## src/smix_pkg.sv

```systemverilog
// shared constants, types and the gain table builder for the stem mixer
// no dependencies; imported by every module of the mixer
package smix_pkg;

  localparam int STEM_COUNT      = 4;
  localparam int SAMPLE_BITS     = 24;

  // per-stem setting register: gain field low, pan field high
  localparam int GAIN_FIELD_BITS = 11;
  localparam int PAN_FIELD_BITS  = 11;
  localparam int SETTING_BITS    = GAIN_FIELD_BITS + PAN_FIELD_BITS;
  localparam logic [SETTING_BITS-1:0] SETTING_RESET = SETTING_BITS'(2048600);

  // flags register: present, mute and solo masks then the mono bit
  localparam int FLAGS_BITS      = 3 * STEM_COUNT + 1;
  localparam int FLAG_MONO       = 3 * STEM_COUNT;
  localparam logic [FLAGS_BITS-1:0] FLAGS_RESET = FLAGS_BITS'((1 << STEM_COUNT) - 1);

  // configuration port
  localparam int CFG_FLAGS_IDX   = STEM_COUNT;
  localparam int CFG_IDX_BITS    = $clog2(STEM_COUNT + 1);
  localparam int CFG_DATA_BITS   = (FLAGS_BITS > SETTING_BITS) ? FLAGS_BITS : SETTING_BITS;

  // gain table, Q2.16, indexed by tenths of a dB above -60 dB
  localparam int GAIN_ENTRIES    = 721;
  localparam int GAIN_MAX_INDEX  = GAIN_ENTRIES - 1;
  localparam int GAIN_IDX_BITS   = $clog2(GAIN_ENTRIES);
  localparam int GAIN_Q_BITS     = 18;
  localparam logic [63:0] GAIN_START_Q60 = 64'd1152921504606847;
  localparam logic [63:0] GAIN_STEP_Q60  = 64'd1166271706426741886;

  // pan law, factors in Q1.10
  localparam int PAN_MAX_INDEX   = 2000;
  localparam int PAN_CENTRE      = 1000;
  localparam int PAN_MAG_BITS    = 10;
  localparam int UNITY_SHIFT     = 10;
  localparam int UNITY_Q10       = 1 << UNITY_SHIFT;
  localparam int FACTOR_BITS     = UNITY_SHIFT + 1;
  localparam int PAN_ROUND       = 500;
  localparam int PAN_NUM_BITS    = PAN_MAG_BITS + UNITY_SHIFT;
  // floor(x / 1000) == (x * ceil(2^30 / 1000)) >> 30 for every x below 2^20
  localparam int PAN_RECIP_SHIFT = 30;
  localparam int PAN_RECIP_BITS  = 21;
  localparam logic [PAN_RECIP_BITS-1:0] PAN_RECIP = PAN_RECIP_BITS'(1073742);
  localparam int SCALE_BITS      = GAIN_Q_BITS + FACTOR_BITS + 1;

  // mixing datapath
  localparam int PROD_BITS       = SAMPLE_BITS + GAIN_Q_BITS + 1;
  localparam int ACC_BITS        = PROD_BITS + $clog2(STEM_COUNT + 1);
  localparam int MIX_FRAC_BITS   = 16;

  typedef logic signed [SAMPLE_BITS-1:0] sample_t;
  typedef logic signed [PROD_BITS-1:0]   prod_t;
  typedef logic [GAIN_Q_BITS-1:0]        gain_rom_t [GAIN_ENTRIES];

  // item pipeline enables handed to each lane
  typedef struct packed {
    logic take;   // request accepted, capture samples
    logic shift;  // move samples to the multiply stage
    logic mult;   // form the weighted products
  } lane_ctrl_t;

  // 10^((u-600)/200) series in Q60, rounded to Q16; evaluated at elaboration
  function automatic gain_rom_t build_gain_table();
    gain_rom_t    tab;
    logic [63:0]  v;
    logic [127:0] prod;
    logic [63:0]  rnd;
    tab[0] = '0;
    v      = GAIN_START_Q60;
    for (int u = 1; u < GAIN_ENTRIES; u++) begin
      prod   = {64'd0, v} * {64'd0, GAIN_STEP_Q60};
      v      = prod[123:60];
      rnd    = v + (64'd1 << 43);
      tab[u] = rnd[44 +: GAIN_Q_BITS];
    end
    return tab;
  endfunction

endpackage

```

## src/smix_merge.sv

```systemverilog
// merging stage: sums lane products, rounds, saturates and drives the result
// depends on smix_pkg
module smix_merge (
  input  logic                clk_i,
  input  logic                rst_ni,
  input  logic                valid_i,
  input  logic                mono_i,
  input  smix_pkg::prod_t     prod_l_i [smix_pkg::STEM_COUNT],
  input  smix_pkg::prod_t     prod_r_i [smix_pkg::STEM_COUNT],
  output logic                done_o,
  output smix_pkg::sample_t   mix_left_o,
  output smix_pkg::sample_t   mix_right_o,
  output logic                clipped_o
);
  import smix_pkg::*;

  typedef logic signed [ACC_BITS-1:0] acc_t;
  typedef logic signed [ACC_BITS:0]   rnd_t;

  localparam rnd_t SatHi = rnd_t'({1'b0, {(SAMPLE_BITS-1){1'b1}}});
  localparam rnd_t SatLo = -SatHi - rnd_t'(1);
  localparam rnd_t RoundHalf = rnd_t'(1) <<< (MIX_FRAC_BITS - 1);

  acc_t    sum_l_d, sum_r_d;
  acc_t    sum_l_q, sum_r_q;
  logic    sum_valid_q;
  rnd_t    rnd_l, rnd_r;
  sample_t sat_l, sat_r;
  logic    clip_l, clip_r;
  logic    done_q;
  sample_t mix_left_q, mix_right_q;
  logic    clipped_q;

  always_comb begin
    sum_l_d = '0;
    sum_r_d = '0;
    for (int i = 0; i < STEM_COUNT; i++) begin
      sum_l_d = sum_l_d + acc_t'(prod_l_i[i]);
      sum_r_d = sum_r_d + acc_t'(prod_r_i[i]);
    end
  end

  // round half up then saturate to the sample width
  always_comb begin
    rnd_l  = (rnd_t'(sum_l_q) + RoundHalf) >>> MIX_FRAC_BITS;
    rnd_r  = (rnd_t'(sum_r_q) + RoundHalf) >>> MIX_FRAC_BITS;
    clip_l = (rnd_l > SatHi) || (rnd_l < SatLo);
    clip_r = (rnd_r > SatHi) || (rnd_r < SatLo);
    if (rnd_l > SatHi) begin
      sat_l = sample_t'(SatHi);
    end else if (rnd_l < SatLo) begin
      sat_l = sample_t'(SatLo);
    end else begin
      sat_l = sample_t'(rnd_l);
    end
    if (rnd_r > SatHi) begin
      sat_r = sample_t'(SatHi);
    end else if (rnd_r < SatLo) begin
      sat_r = sample_t'(SatLo);
    end else begin
      sat_r = sample_t'(rnd_r);
    end
  end

  always_ff @(posedge clk_i or negedge rst_ni) begin
    if (!rst_ni) begin
      sum_valid_q <= 1'b0;
      done_q      <= 1'b0;
    end else begin
      sum_valid_q <= valid_i;
      done_q      <= sum_valid_q;
    end
  end

  always_ff @(posedge clk_i) begin
    if (valid_i) begin
      sum_l_q <= sum_l_d;
      sum_r_q <= sum_r_d;
    end
    if (sum_valid_q) begin
      mix_left_q  <= sat_l;
      mix_right_q <= mono_i ? '0 : sat_r;
      clipped_q   <= clip_l | (!mono_i & clip_r);
    end
  end

  assign done_o      = done_q;
  assign mix_left_o  = mix_left_q;
  assign mix_right_o = mix_right_q;
  assign clipped_o   = clipped_q;

endmodule

```

## config.mk

```make
export PLATFORM = sky130hd
export DESIGN_NAME = smix_merge
export DESIGN_NICKNAME = d
export VERILOG_FILES = /design/src/smix_pkg.sv /design/src/smix_merge.sv
export SDC_FILE = /design/constraint.sdc
export NUM_CORES = 1
export LEC_CHECK = 0
export ABC_CLOCK_PERIOD_IN_PS = 3100
export CAP_MARGIN = 20
export CORE_ASPECT_RATIO = 0.6
export CORE_UTILIZATION = 60
export DETAILED_ROUTE_END_ITERATION = 10
export DONT_BUFFER_PORTS = 1
export PLACE_DENSITY_LB_ADDON = 0.15
export SYNTH_ARGS = -nofsm -noshare
export SYNTH_HDL_FRONTEND = slang
export SYNTH_SLANG_ARGS = --single-unit
export TNS_END_PERCENT = 5
```

## constraint.sdc

```tcl
create_clock -name clk_i -period 3.1 [get_ports clk_i]
set_clock_uncertainty 0.2 [all_clocks]
set_input_delay 0.62 -clock clk_i [delete_from_list [all_inputs] [get_ports clk_i]]
set_output_delay 0.62 -clock clk_i [all_outputs]
set_load 0.1 [all_outputs]
```

==> impl_results.html, run 1 <==
<table>
<tr><th>Metric</th><th>Value</th></tr>
<tr><th colspan="2">Power and ir drop</th></tr>
<tr><td>Share of total power in the clock network</td><td>0.140</td></tr>
<tr><td>Static leakage</td><td>~8.6 nW</td></tr>
<tr><td>Net switching share of the total power</td><td>0.4638</td></tr>
<tr><td>Total net switching power</td><td>roughly 0.0067 W</td></tr>
<tr><td>Relative contribution of sequential cells to total power</td><td>0.316</td></tr>
<tr><td>Comb power frac</td><td>0.544</td></tr>
<tr><td>Total power divided by cell area</td><td>839.4 nW/um^2</td></tr>
<tr><td>Max IR drop VDD</td><td>397.4 uV</td></tr>
<tr><td>Internal portion of total power</td><td>0.007783 W</td></tr>
<tr><th colspan="2">Floorplan</th></tr>
<tr><td>CORE AREA</td><td>22,440 sq um</td></tr>
<tr><td>I/O pin count</td><td>slightly below 400</td></tr>
<tr><td>Site row count</td><td>42</td></tr>
<tr><td>Chip width</td><td>198.8 um</td></tr>
<tr><td>Effective utilization at floorplan</td><td>0.6214</td></tr>
<tr><td>Die Y-Extent</td><td>120.1 um</td></tr>
<tr><td>Die Area</td><td>23,870 sq um</td></tr>
<tr><th colspan="2">GRT</th></tr>
<tr><td>Vias in the first global route</td><td>11.35k</td></tr>
<tr><td>Pin count of the biggest net entering global routing</td><td>64</td></tr>
<tr><td>First-pass GRT wire length</td><td>58,520 um</td></tr>
<tr><td>Antenna violations before repair</td><td>3</td></tr>
<tr><td>Residual overflow from global routing</td><td>0</td></tr>
<tr><td>GRT Total Usage</td><td>0.3220</td></tr>
<tr><th colspan="2">Final layout</th></tr>
<tr><td>Commonest non-fill, non-tap cells in the layout</td><td>sky130_fd_sc_hd__inv_1 (487), sky130_fd_sc_hd__buf_4 (197), sky130_fd_sc_hd__fa_1 (171)</td></tr>
<tr><td>Syn-to-layout area delta</td><td>23.98%</td></tr>
<tr><td>Fill cells</td><td>roughly 1.5k</td></tr>
<tr><td>Total area of multi-input combinational cells</td><td>9335 sq um</td></tr>
<tr><td>Final core utilization</td><td>0.7705</td></tr>
<tr><td>Layout cell share with drive strength beyond 1</td><td>0.2150</td></tr>
<tr><td>Leading cell type in the layout, fill and taps excluded</td><td>sky130_fd_sc_hd__inv_1</td></tr>
<tr><td>Register cell area after layout</td><td>3385 sq um</td></tr>
<tr><td>Number of nets at the end of the flow</td><td>~2.3k</td></tr>
<tr><th colspan="2">Logic synthesis</th></tr>
<tr><td>Most frequently used flop master after synthesis</td><td>sky130_fd_sc_hd__edfxtp_1</td></tr>
<tr><td>Number of enable flip-flop cells after synthesis</td><td>roughly 110</td></tr>
<tr><td>Synth Register Bits</td><td>113</td></tr>
<tr><td>Synth warnings</td><td>0</td></tr>
<tr><td>Post-Synthesis Mean Instance Area</td><td>a little over 9 sq um</td></tr>
<tr><td>Part of the Yosys area used for sequential elements</td><td>0.2426</td></tr>
<tr><td>Share of flip-flops with an asynchronous set or reset</td><td>0.01770</td></tr>
<tr><td>Mapped Nets</td><td>2,135</td></tr>
<tr><td>Cell count after synthesis</td><td>1,527</td></tr>
<tr><td>Unique cell type count in the Yosys netlist</td><td>70</td></tr>
<tr><td>Post-synth design cell area</td><td>roughly 14,000 sq um</td></tr>
<tr><th colspan="2">Place</th></tr>
<tr><td>Routability Congestion</td><td>0.9241</td></tr>
<tr><td>Port Buffers</td><td>0</td></tr>
<tr><td>Half-perimeter wire length of the detailed placement result</td><td>30,680 um</td></tr>
<tr><th colspan="2">Timing</th></tr>
<tr><td>Fmax achieved</td><td>251.4 MHz</td></tr>
<tr><td>Worst-case headroom to the max-slew limit</td><td>0.3262</td></tr>
<tr><td>Setup repair after global routing missed its margin</td><td>true</td></tr>
<tr><td>Final Setup Violations</td><td>just over 60</td></tr>
<tr><td>Pins over their slew limit</td><td>0</td></tr>
<tr><td>Fin crit period</td><td>3.977 ns</td></tr>
<tr><td>Crit path setup slack, layout</td><td>-0.8774 ns</td></tr>
<tr><td>Transition time at the pin with the least slew margin</td><td>1.013 ns</td></tr>
<tr><td>Total count of hold-check failures in the final report</td><td>0</td></tr>
<tr><td>Min Hold Slack</td><td>just over 0.08 ns</td></tr>
<tr><td>Post-route clock period utilization</td><td>1.283</td></tr>
<tr><th colspan="2">Setup path</th></tr>
<tr><td>Critical path startpoint category</td><td>input port</td></tr>
<tr><td>CP Max Fanout</td><td>5</td></tr>
<tr><td>Required time of the critical path</td><td>around 3.1 ns</td></tr>
<tr><td>Arrival time worst endpoint</td><td>3.93 ns</td></tr>
<tr><td>Start-to-end type of the worst setup path</td><td>in2reg</td></tr>
<tr><td>Setup slack of the worst register-to-register path</td><td>about 0.070 ns</td></tr>
<tr><td>Endpoint of the lowest-slack register-to-register path</td><td>mix_right_o[7]</td></tr>
<tr><td>Worst Reg2Reg Path Length in Cells</td><td>10</td></tr>
<tr><td>Type of destination of the critical path</td><td>flop</td></tr>
<tr><td>Reg2reg start</td><td>sum_r_q[15]</td></tr>
<tr><th colspan="2">Clock network</th></tr>
<tr><td>TritonCTS clock tree</td><td>yes</td></tr>
<tr><td>CTS buffer count</td><td>17</td></tr>
<tr><td>Sink count of the clock tree</td><td>~110</td></tr>
<tr><td>Clock Root Buffer</td><td>sky130_fd_sc_hd__clkbuf_16</td></tr>
<tr><td>Max H-tree Level</td><td>4</td></tr>
<tr><td>Later-pin clock latency in the skew report</td><td>around 0.42 ns</td></tr>
<tr><td>Clock transition time at the flip-flop clock pins of the worst setup and hold paths</td><td>0.06 ns</td></tr>
<tr><td>Max clock buf depth</td><td>2</td></tr>
<tr><th colspan="2">Worst hold path</th></tr>
<tr><td>Number of instances on the worst hold path</td><td>0</td></tr>
<tr><td>Worst min-delay path class</td><td>in2reg</td></tr>
<tr><td>Hold path startpoint</td><td>valid_i</td></tr>
<tr><td>Hold Crit Endpoint</td><td>sum_valid_q</td></tr>
<tr><th colspan="2">Route</th></tr>
<tr><td>Post-detailed-route wirelength per cell</td><td>18.16 um</td></tr>
<tr><td>Final wirelength</td><td>37,320 um</td></tr>
<tr><td>Detailed-router iteration count before antenna repair</td><td>7</td></tr>
<tr><td>Routed vias</td><td>11.07k</td></tr>
<tr><td>Post-DRT Antenna Nets</td><td>0</td></tr>
<tr><td>Remaining DRCs</td><td>0</td></tr>
<tr><td>Violation count after the first detailed-route iteration</td><td>808</td></tr>
<tr><td>Via/cell ratio</td><td>about 5.4</td></tr>
<tr><th colspan="2">Run status</th></tr>
<tr><td>Violated checks</td><td>setup timing</td></tr>
<tr><td>Status</td><td>complete, but fails checks</td></tr>
<tr><th colspan="2">Job</th></tr>
<tr><td># Max-Cap Violations</td><td>0</td></tr>
</table>
## flip-flops by register name, summed over array words and instances (netlist names)
| name | cells |
|---|---|
| sum_valid_q | 1 |
| mix_left_o | 24 |
| sum_r_q | 31 |
| done_o | 1 |
| clipped_o | 1 |
| mix_right_o | 24 |
| sum_l_q | 31 |
## worst max-delay path, cell delays in order
cell	delay [ns]
sky130_fd_sc_hd__inv_8	0.01
sky130_fd_sc_hd__fa_1	0.55
sky130_fd_sc_hd__inv_2	0.04
sky130_fd_sc_hd__fa_1	0.55
sky130_fd_sc_hd__ha_4	0.22
sky130_fd_sc_hd__a21o_1	0.15
sky130_fd_sc_hd__a211o_1	0.28
sky130_fd_sc_hd__o22a_2	0.22
sky130_fd_sc_hd__a2111oi_4	0.23
sky130_fd_sc_hd__o21bai_2	0.15
sky130_fd_sc_hd__a31o_4	0.30
sky130_fd_sc_hd__a211oi_4	0.31
sky130_fd_sc_hd__o31ai_1	0.13
sky130_fd_sc_hd__xor2_1	0.15
## Yosys cell counts (23+ instances only)
cell type | number | area share
sky130_fd_sc_hd__a21oi_1 | 73 | 0.026
sky130_fd_sc_hd__edfxtp_1 | 111 | 0.24
sky130_fd_sc_hd__fa_1 | 172 | 0.25
sky130_fd_sc_hd__ha_1 | 88 | 0.079
sky130_fd_sc_hd__inv_1 | 504 | 0.14
sky130_fd_sc_hd__nand2_1 | 50 | 0.013
sky130_fd_sc_hd__nand3_1 | 47 | 0.017
sky130_fd_sc_hd__nand4_1 | 23 | 0.010
sky130_fd_sc_hd__nor2_1 | 48 | 0.013
sky130_fd_sc_hd__o21ai_0 | 58 | 0.021
sky130_fd_sc_hd__xnor2_1 | 52 | 0.033
sky130_fd_sc_hd__xor2_1 | 52 | 0.033
## what timing repair did
action                                  4_1_cts  5_1_grt
hold buffers                                  1        0
setup buffers                                 4        4
resized for setup                            63       97
endpoints found under the hold margin         2        0
endpoints found under the setup margin       85      106
pin swaps                                    33       69
## power by group through the flow
stage	clock (W)	sequential [W]	combinational, W
floorplan	0	0.00454	0.00418
global placement	0	0.00455	0.00672
detailed placement	0	0.00457	0.00687
CTS	0.00203	0.00456	0.00732
global route	0.00211	0.00465	0.00864
finish	0.00203	0.00459	0.00790
## layer usage
metal	GRT usage	vias to the layer above	share of wire
met5	0	-	0
met4	0.1014	0	0.026
met2	0.5372	439	0.48
li1	-	5241	-
met1	0.4279	5341	0.43
met3	0.05734	53	0.063
## cell type report
type,instances,share of cell area
diodes,3,0.0004342
clock buffers,20,0.02526
clock inverters,12,0.009553
inverters,504,0.1116
multi-input cells,887,0.5399
flip-flops and latches,113,0.1958
well taps,308,0.02229
repair buffers,208,0.09517
## metrics by stage
stage / power, W / instances / TNS [ns] / worst slack (ns) / area [sq um]
2_1_floorplan: 0.008715 / 1527 / -43.74 / -1.058 / 14010
3_3_place_gp: 0.01127 / 2013 / -63.32 / -1.325 / 15850
3_5_place_dp: 0.01144 / 2013 / -65.69 / -1.409 / 15850
4_1_cts: 0.01392 / 2050 / -35.78 / -0.8599 / 16820
5_1_grt: 0.01540 / 2055 / -39.93 / -0.9735 / 17290
6_report: 0.01451 / 2055 / -34.39 / -0.8774 / 17290
## how the worst max path moves through the flow
stage	from	endpoint	slack [ns]	cells past startpoint
6_report	prod_l_i[5]	sum_l_q[41]	-0.88	14
5_1_grt	prod_l_i[5]	sum_l_q[41]	-0.97	14
4_1_cts	prod_r_i[60]	sum_r_q[44]	-0.86	15
3_5_place_dp	prod_r_i[6]	sum_r_q[45]	-1.41	15
3_3_place_gp	prod_r_i[6]	sum_r_q[45]	-1.33	15
2_1_floorplan	prod_r_i[24]	sum_r_q[35]	-1.06	14
## cells by family after synthesis
kind of cell	share of synthesized area
buffers and inverters	0.1438
AO/OA/AOI/OAI	0.1264
adder cells (fa/ha/maj)	0.3266
AND/OR/NAND/NOR	0.09278
flip-flops	0.2426
XOR/XNOR	0.06532
multiplexers	0.002422
No activity file was read; power rests on OpenSTA's default activity.
==> inputs of run 2 (changes only) <==
--- a/config.mk
+++ b/config.mk
@@ -5,13 +5,14 @@
 export SDC_FILE = /design/constraint.sdc
 export NUM_CORES = 1
 export LEC_CHECK = 0
-export ABC_CLOCK_PERIOD_IN_PS = 3100
+export ABC_CLOCK_PERIOD_IN_PS = 3500
 export CAP_MARGIN = 20
 export CORE_ASPECT_RATIO = 0.6
 export CORE_UTILIZATION = 60
 export DETAILED_ROUTE_END_ITERATION = 10
 export DONT_BUFFER_PORTS = 1
 export PLACE_DENSITY_LB_ADDON = 0.15
+export SETUP_SLACK_MARGIN = 0.2
 export SYNTH_ARGS = -nofsm -noshare
 export SYNTH_HDL_FRONTEND = slang
 export SYNTH_SLANG_ARGS = --single-unit
==> constraint.sdc (replaced) <==
create_clock -name clk_i -period 3.5 [get_ports clk_i]
set_clock_uncertainty 0.2 [all_clocks]
set_input_delay 0.7 -clock clk_i [delete_from_list [all_inputs] [get_ports clk_i]]
set_output_delay 0.7 -clock clk_i [all_outputs]
set_load 0.1 [all_outputs]
==> impl_results.html, run 2 (synthesis results as in run 1) <==
<table>
<tr><th>Metric</th><th>Value</th></tr>
<tr><th colspan="2">Setup path</th></tr>
<tr><td>Endpoint of the lowest-slack register-to-register path</td><td>mix_left_o[20]</td></tr>
<tr><td>Worst path max stage delay</td><td>0.58 ns (+0.03 ns)</td></tr>
<tr><td>Worst Reg2Reg Path Length in Cells</td><td>12 (+2)</td></tr>
<tr><td>Reg2reg start</td><td>sum_l_q[15]</td></tr>
<tr><td>Start-to-end type of the worst setup path</td><td>in2reg</td></tr>
<tr><td>Number of buffers and inverters on the critical path</td><td>5 (+3)</td></tr>
<tr><td>Required time of the critical path</td><td>3.47 ns (+0.41 ns)</td></tr>
<tr><td>CP delay by family, top</td><td>adder cells</td></tr>
<tr><td>Critical path startpoint category</td><td>input port</td></tr>
<tr><td>Cell type of the slowest stage on the worst timing path</td><td>sky130_fd_sc_hd__fa_1</td></tr>
<tr><td>Type of destination of the critical path</td><td>flop</td></tr>
<tr><td>Arrival time worst endpoint</td><td>4.12 ns (+0.19 ns)</td></tr>
<tr><td>Setup slack of the worst register-to-register path</td><td>0.34 ns (+0.27 ns)</td></tr>
<tr><td>Cells traversed along the worst timing path</td><td>inv_8 -&gt; fa_1 -&gt; inv_1 -&gt; fa_1 -&gt; ha_4 -&gt; nor3_4 -&gt; nor4_4 -&gt; a22oi_2 -&gt; buf_4 -&gt; a211oi_2 -&gt; o31ai_1 -&gt; buf_4 -&gt; o21ai_2 -&gt; buf_6 -&gt; a31oi_4 -&gt; a21oi_2 -&gt; xor2_1</td></tr>
<tr><td>CP Max Fanout</td><td>4 (-1)</td></tr>
<tr><th colspan="2">Timing</th></tr>
<tr><td>Fmax achieved</td><td>241.4 MHz</td></tr>
<tr><td>Transition time at the pin with the least slew margin</td><td>1.031 ns (+0.01852 ns)</td></tr>
<tr><td>Min Hold Slack</td><td>0.1467 ns (+0.06375 ns)</td></tr>
<tr><td>Total count of hold-check failures in the final report</td><td>0 (unchanged)</td></tr>
<tr><td>Crit path setup slack, layout</td><td>-0.6433 ns (+0.2341 ns)</td></tr>
<tr><td>Post-route clock period utilization</td><td>1.184</td></tr>
<tr><td>Pins over their slew limit</td><td>0 (unchanged)</td></tr>
<tr><td>Fin crit period</td><td>4.143 ns</td></tr>
<tr><td>Worst-case headroom to the max-slew limit</td><td>0.3139 (-0.01232)</td></tr>
<tr><td>Final Setup Violations</td><td>52 (-16%)</td></tr>
<tr><td>Setup repair after global routing missed its margin</td><td>true</td></tr>
<tr><th colspan="2">Place</th></tr>
<tr><td>Port Buffers</td><td>0 (unchanged)</td></tr>
<tr><td>Half-perimeter wire length of the detailed placement result</td><td>30,280 um (-1.3%)</td></tr>
<tr><td>Routability Congestion</td><td>0.9417 (+1.9%)</td></tr>
<tr><td>Placed cell area</td><td>15,590 sq um (-1.7%)</td></tr>
<tr><th colspan="2">Power and ir drop</th></tr>
<tr><td>Relative contribution of sequential cells to total power</td><td>0.337 (+0.021)</td></tr>
<tr><td>Total net switching power</td><td>0.005797 W (-14%)</td></tr>
<tr><td>Internal portion of total power</td><td>0.006753 W (-13%)</td></tr>
<tr><td>Total power divided by cell area</td><td>741.1 nW/um^2 (-12%)</td></tr>
<tr><td>Net switching share of the total power</td><td>0.4619 (-0.001836)</td></tr>
<tr><td>Max IR drop VDD</td><td>436.0 uV (+9.7%)</td></tr>
<tr><td>Static leakage</td><td>8.426 nW (-1.7%)</td></tr>
<tr><td>Share of total power in the clock network</td><td>0.147 (+0.007)</td></tr>
<tr><td>Comb power frac</td><td>0.517 (-0.027)</td></tr>
<tr><th colspan="2">Route</th></tr>
<tr><td>Remaining DRCs</td><td>0 (unchanged)</td></tr>
<tr><td>Post-detailed-route wirelength per cell</td><td>17.78 um (-2.1%)</td></tr>
<tr><td>Via/cell ratio</td><td>5.371 (-0.33%)</td></tr>
<tr><td>Post-DRT Antenna Nets</td><td>0 (unchanged)</td></tr>
<tr><td>Violation count after the first detailed-route iteration</td><td>666 (-18%)</td></tr>
<tr><td>Routed vias</td><td>10.91k (-1.4%)</td></tr>
<tr><td>Final wirelength</td><td>36,120 um (-3.2%)</td></tr>
<tr><td>Detailed-router iteration count before antenna repair</td><td>5 (-2)</td></tr>
<tr><th colspan="2">Final layout</th></tr>
<tr><td>Number of nets at the end of the flow</td><td>2,317 (-0.94%)</td></tr>
<tr><td>Leading cell type in the layout, fill and taps excluded</td><td>sky130_fd_sc_hd__inv_1</td></tr>
<tr><td>Commonest non-fill, non-tap cells in the layout</td><td>sky130_fd_sc_hd__inv_1 (487), sky130_fd_sc_hd__buf_4 (180), sky130_fd_sc_hd__fa_1 (172)</td></tr>
<tr><td>Registers with the highest flip-flop counts</td><td>sum_l_q: 31 flops, sum_r_q: 31 flops</td></tr>
<tr><td>Syn-to-layout area delta</td><td>21.45%</td></tr>
<tr><td>Design area</td><td>16,940 sq um (-2.0%)</td></tr>
<tr><td>Layout cell share with drive strength beyond 1</td><td>0.1992 (-0.01584)</td></tr>
<tr><td>Fill cells</td><td>1,618 (+4.9%)</td></tr>
<tr><th colspan="2">Worst hold path</th></tr>
<tr><td>Hold Crit Endpoint</td><td>sum_valid_q</td></tr>
<tr><td>Number of instances on the worst hold path</td><td>0 (unchanged)</td></tr>
<tr><td>Hold path startpoint</td><td>valid_i</td></tr>
<tr><td>Worst min-delay path class</td><td>in2reg</td></tr>
<tr><th colspan="2">Floorplan</th></tr>
<tr><td>Die Area</td><td>23,870 sq um (unchanged)</td></tr>
<tr><td>CORE AREA</td><td>22,440 sq um (unchanged)</td></tr>
<tr><td>Die Y-Extent</td><td>120.1 um (unchanged)</td></tr>
<tr><td>Site row count</td><td>42 (unchanged)</td></tr>
<tr><td>Effective utilization at floorplan</td><td>0.6214 (unchanged)</td></tr>
<tr><td>I/O pin count</td><td>398 (unchanged)</td></tr>
<tr><td>Chip width</td><td>198.8 um (unchanged)</td></tr>
<tr><th colspan="2">Clock network</th></tr>
<tr><td>Max H-tree Level</td><td>4 (unchanged)</td></tr>
<tr><td>TritonCTS clock tree</td><td>yes</td></tr>
<tr><td>Max clock buf depth</td><td>2 (unchanged)</td></tr>
<tr><td>Clock transition time at the flip-flop clock pins of the worst setup and hold paths</td><td>0.06 ns (about the same)</td></tr>
<tr><td>Sink count of the clock tree</td><td>113 (unchanged)</td></tr>
<tr><td>CTS buffer count</td><td>17 (unchanged)</td></tr>
<tr><td>Later-pin clock latency in the skew report</td><td>0.42 ns (about the same)</td></tr>
<tr><td>Clock Root Buffer</td><td>sky130_fd_sc_hd__clkbuf_16</td></tr>
<tr><th colspan="2">GRT</th></tr>
<tr><td>Residual overflow from global routing</td><td>0 (unchanged)</td></tr>
<tr><td>Vias in the first global route</td><td>10.91k (-3.9%)</td></tr>
<tr><td>First-pass GRT wire length</td><td>55,770 um (-4.7%)</td></tr>
<tr><td>Antenna violations before repair</td><td>2 (-1)</td></tr>
<tr><td>Pin count of the biggest net entering global routing</td><td>64 (unchanged)</td></tr>
<tr><td>GRT Total Usage</td><td>0.3074 (-0.01465)</td></tr>
<tr><th colspan="2">Run status</th></tr>
<tr><td>Violated checks</td><td>setup timing</td></tr>
<tr><td>Status</td><td>complete, but fails checks</td></tr>
<tr><th colspan="2">Job</th></tr>
<tr><td># Max-Cap Violations</td><td>0 (unchanged)</td></tr>
</table>
==> run 2: changes by cell type in the layout (fill, tap and decap cells not counted), sizes merged <==
cell / change
buf: -22
bufinv: +1
clkinv: -1
diode: -1
==> run 2: power groups by stage <==
stage                     clock network (W)  registers, W  logic, W
after CTS                           0.00186       0.00422   0.00602
after global routing                0.00191       0.00428   0.00713
final                               0.00184       0.00422   0.00648
after global placement                    0       0.00421   0.00560
after floorplan                           0       0.00402   0.00370
after detailed placement                  0       0.00423   0.00571
==> run 2: metrics by stage <==
step	TNS, ns	cells	power [W]	util	setup slack [ns]
final	-16.83	2032	0.01255	0.7548	-0.6433
after global routing	-20.83	2032	0.01332	0.7548	-0.7215
after CTS	-13.80	2025	0.01210	0.7368	-0.4706
after detailed placement	-46.93	1986	0.009943	0.6947	-1.090
after global placement	-44.60	1986	0.009810	0.6947	-1.060
after floorplan	-24.01	1527	0.007719	-	-0.7379
==> run 2: per-layer routing <==
metal	vias up	track usage	wire length, um
met4	0	0.1106	1154
met3	63	0.04975	2111
met1	5270	0.4166	15880
li1	5194	-	-
met5	-	0	0
met2	387	0.5009	16980
==> run 2: layout make-up <==
class	instances	area, sq um	area share
antenna	2	5.005	0.0002955
clock buffer	20	436.7	0.02578
clock inverter	12	188.9	0.01116
inverter	504	1934	0.1142
multi-input combinational	887	9175	0.5417
sequential	113	3385	0.1998
tap	308	385.4	0.02275
timing repair buffer	186	1426	0.08422
==> run 2: how the worst max path moves through the flow <==
stage | startpoint | endpoint | slack, ns | cells after the start
2_1_floorplan | prod_r_i[24] | sum_r_q[35] | -0.74 | 14
3_3_place_gp | prod_r_i[3] | sum_r_q[35] | -1.06 | 16
3_5_place_dp | prod_r_i[3] | sum_r_q[35] | -1.09 | 16
4_1_cts | prod_l_i[5] | sum_l_q[41] | -0.47 | 14
5_1_grt | prod_r_i[46] | sum_r_q[39] | -0.72 | 17
6_report | prod_r_i[46] | sum_r_q[39] | -0.64 | 17
==> run 2: worst register-to-register path: cells and delay by family (launching register included) <==
family / cells / cell delay (ns)
AO/OA/AOI/OAI: 4 / 0.65
adder cells (fa/ha/maj): 1 / 0.24
buffers and inverters: 2 / 0.38
flip-flops: 1 / 0.43
multiplexers: 1 / 0.36
AND/OR/NAND/NOR: 4 / 0.64
==> run 2: timing repair <==
action                                  4_1_cts  5_1_grt
setup buffers                                 6        4
endpoints found under the setup margin       62       92
hold endpoints to repair                      2        0
gates resized for setup                      63       80
pin swaps                                    34       50
hold buffers                                  1        0
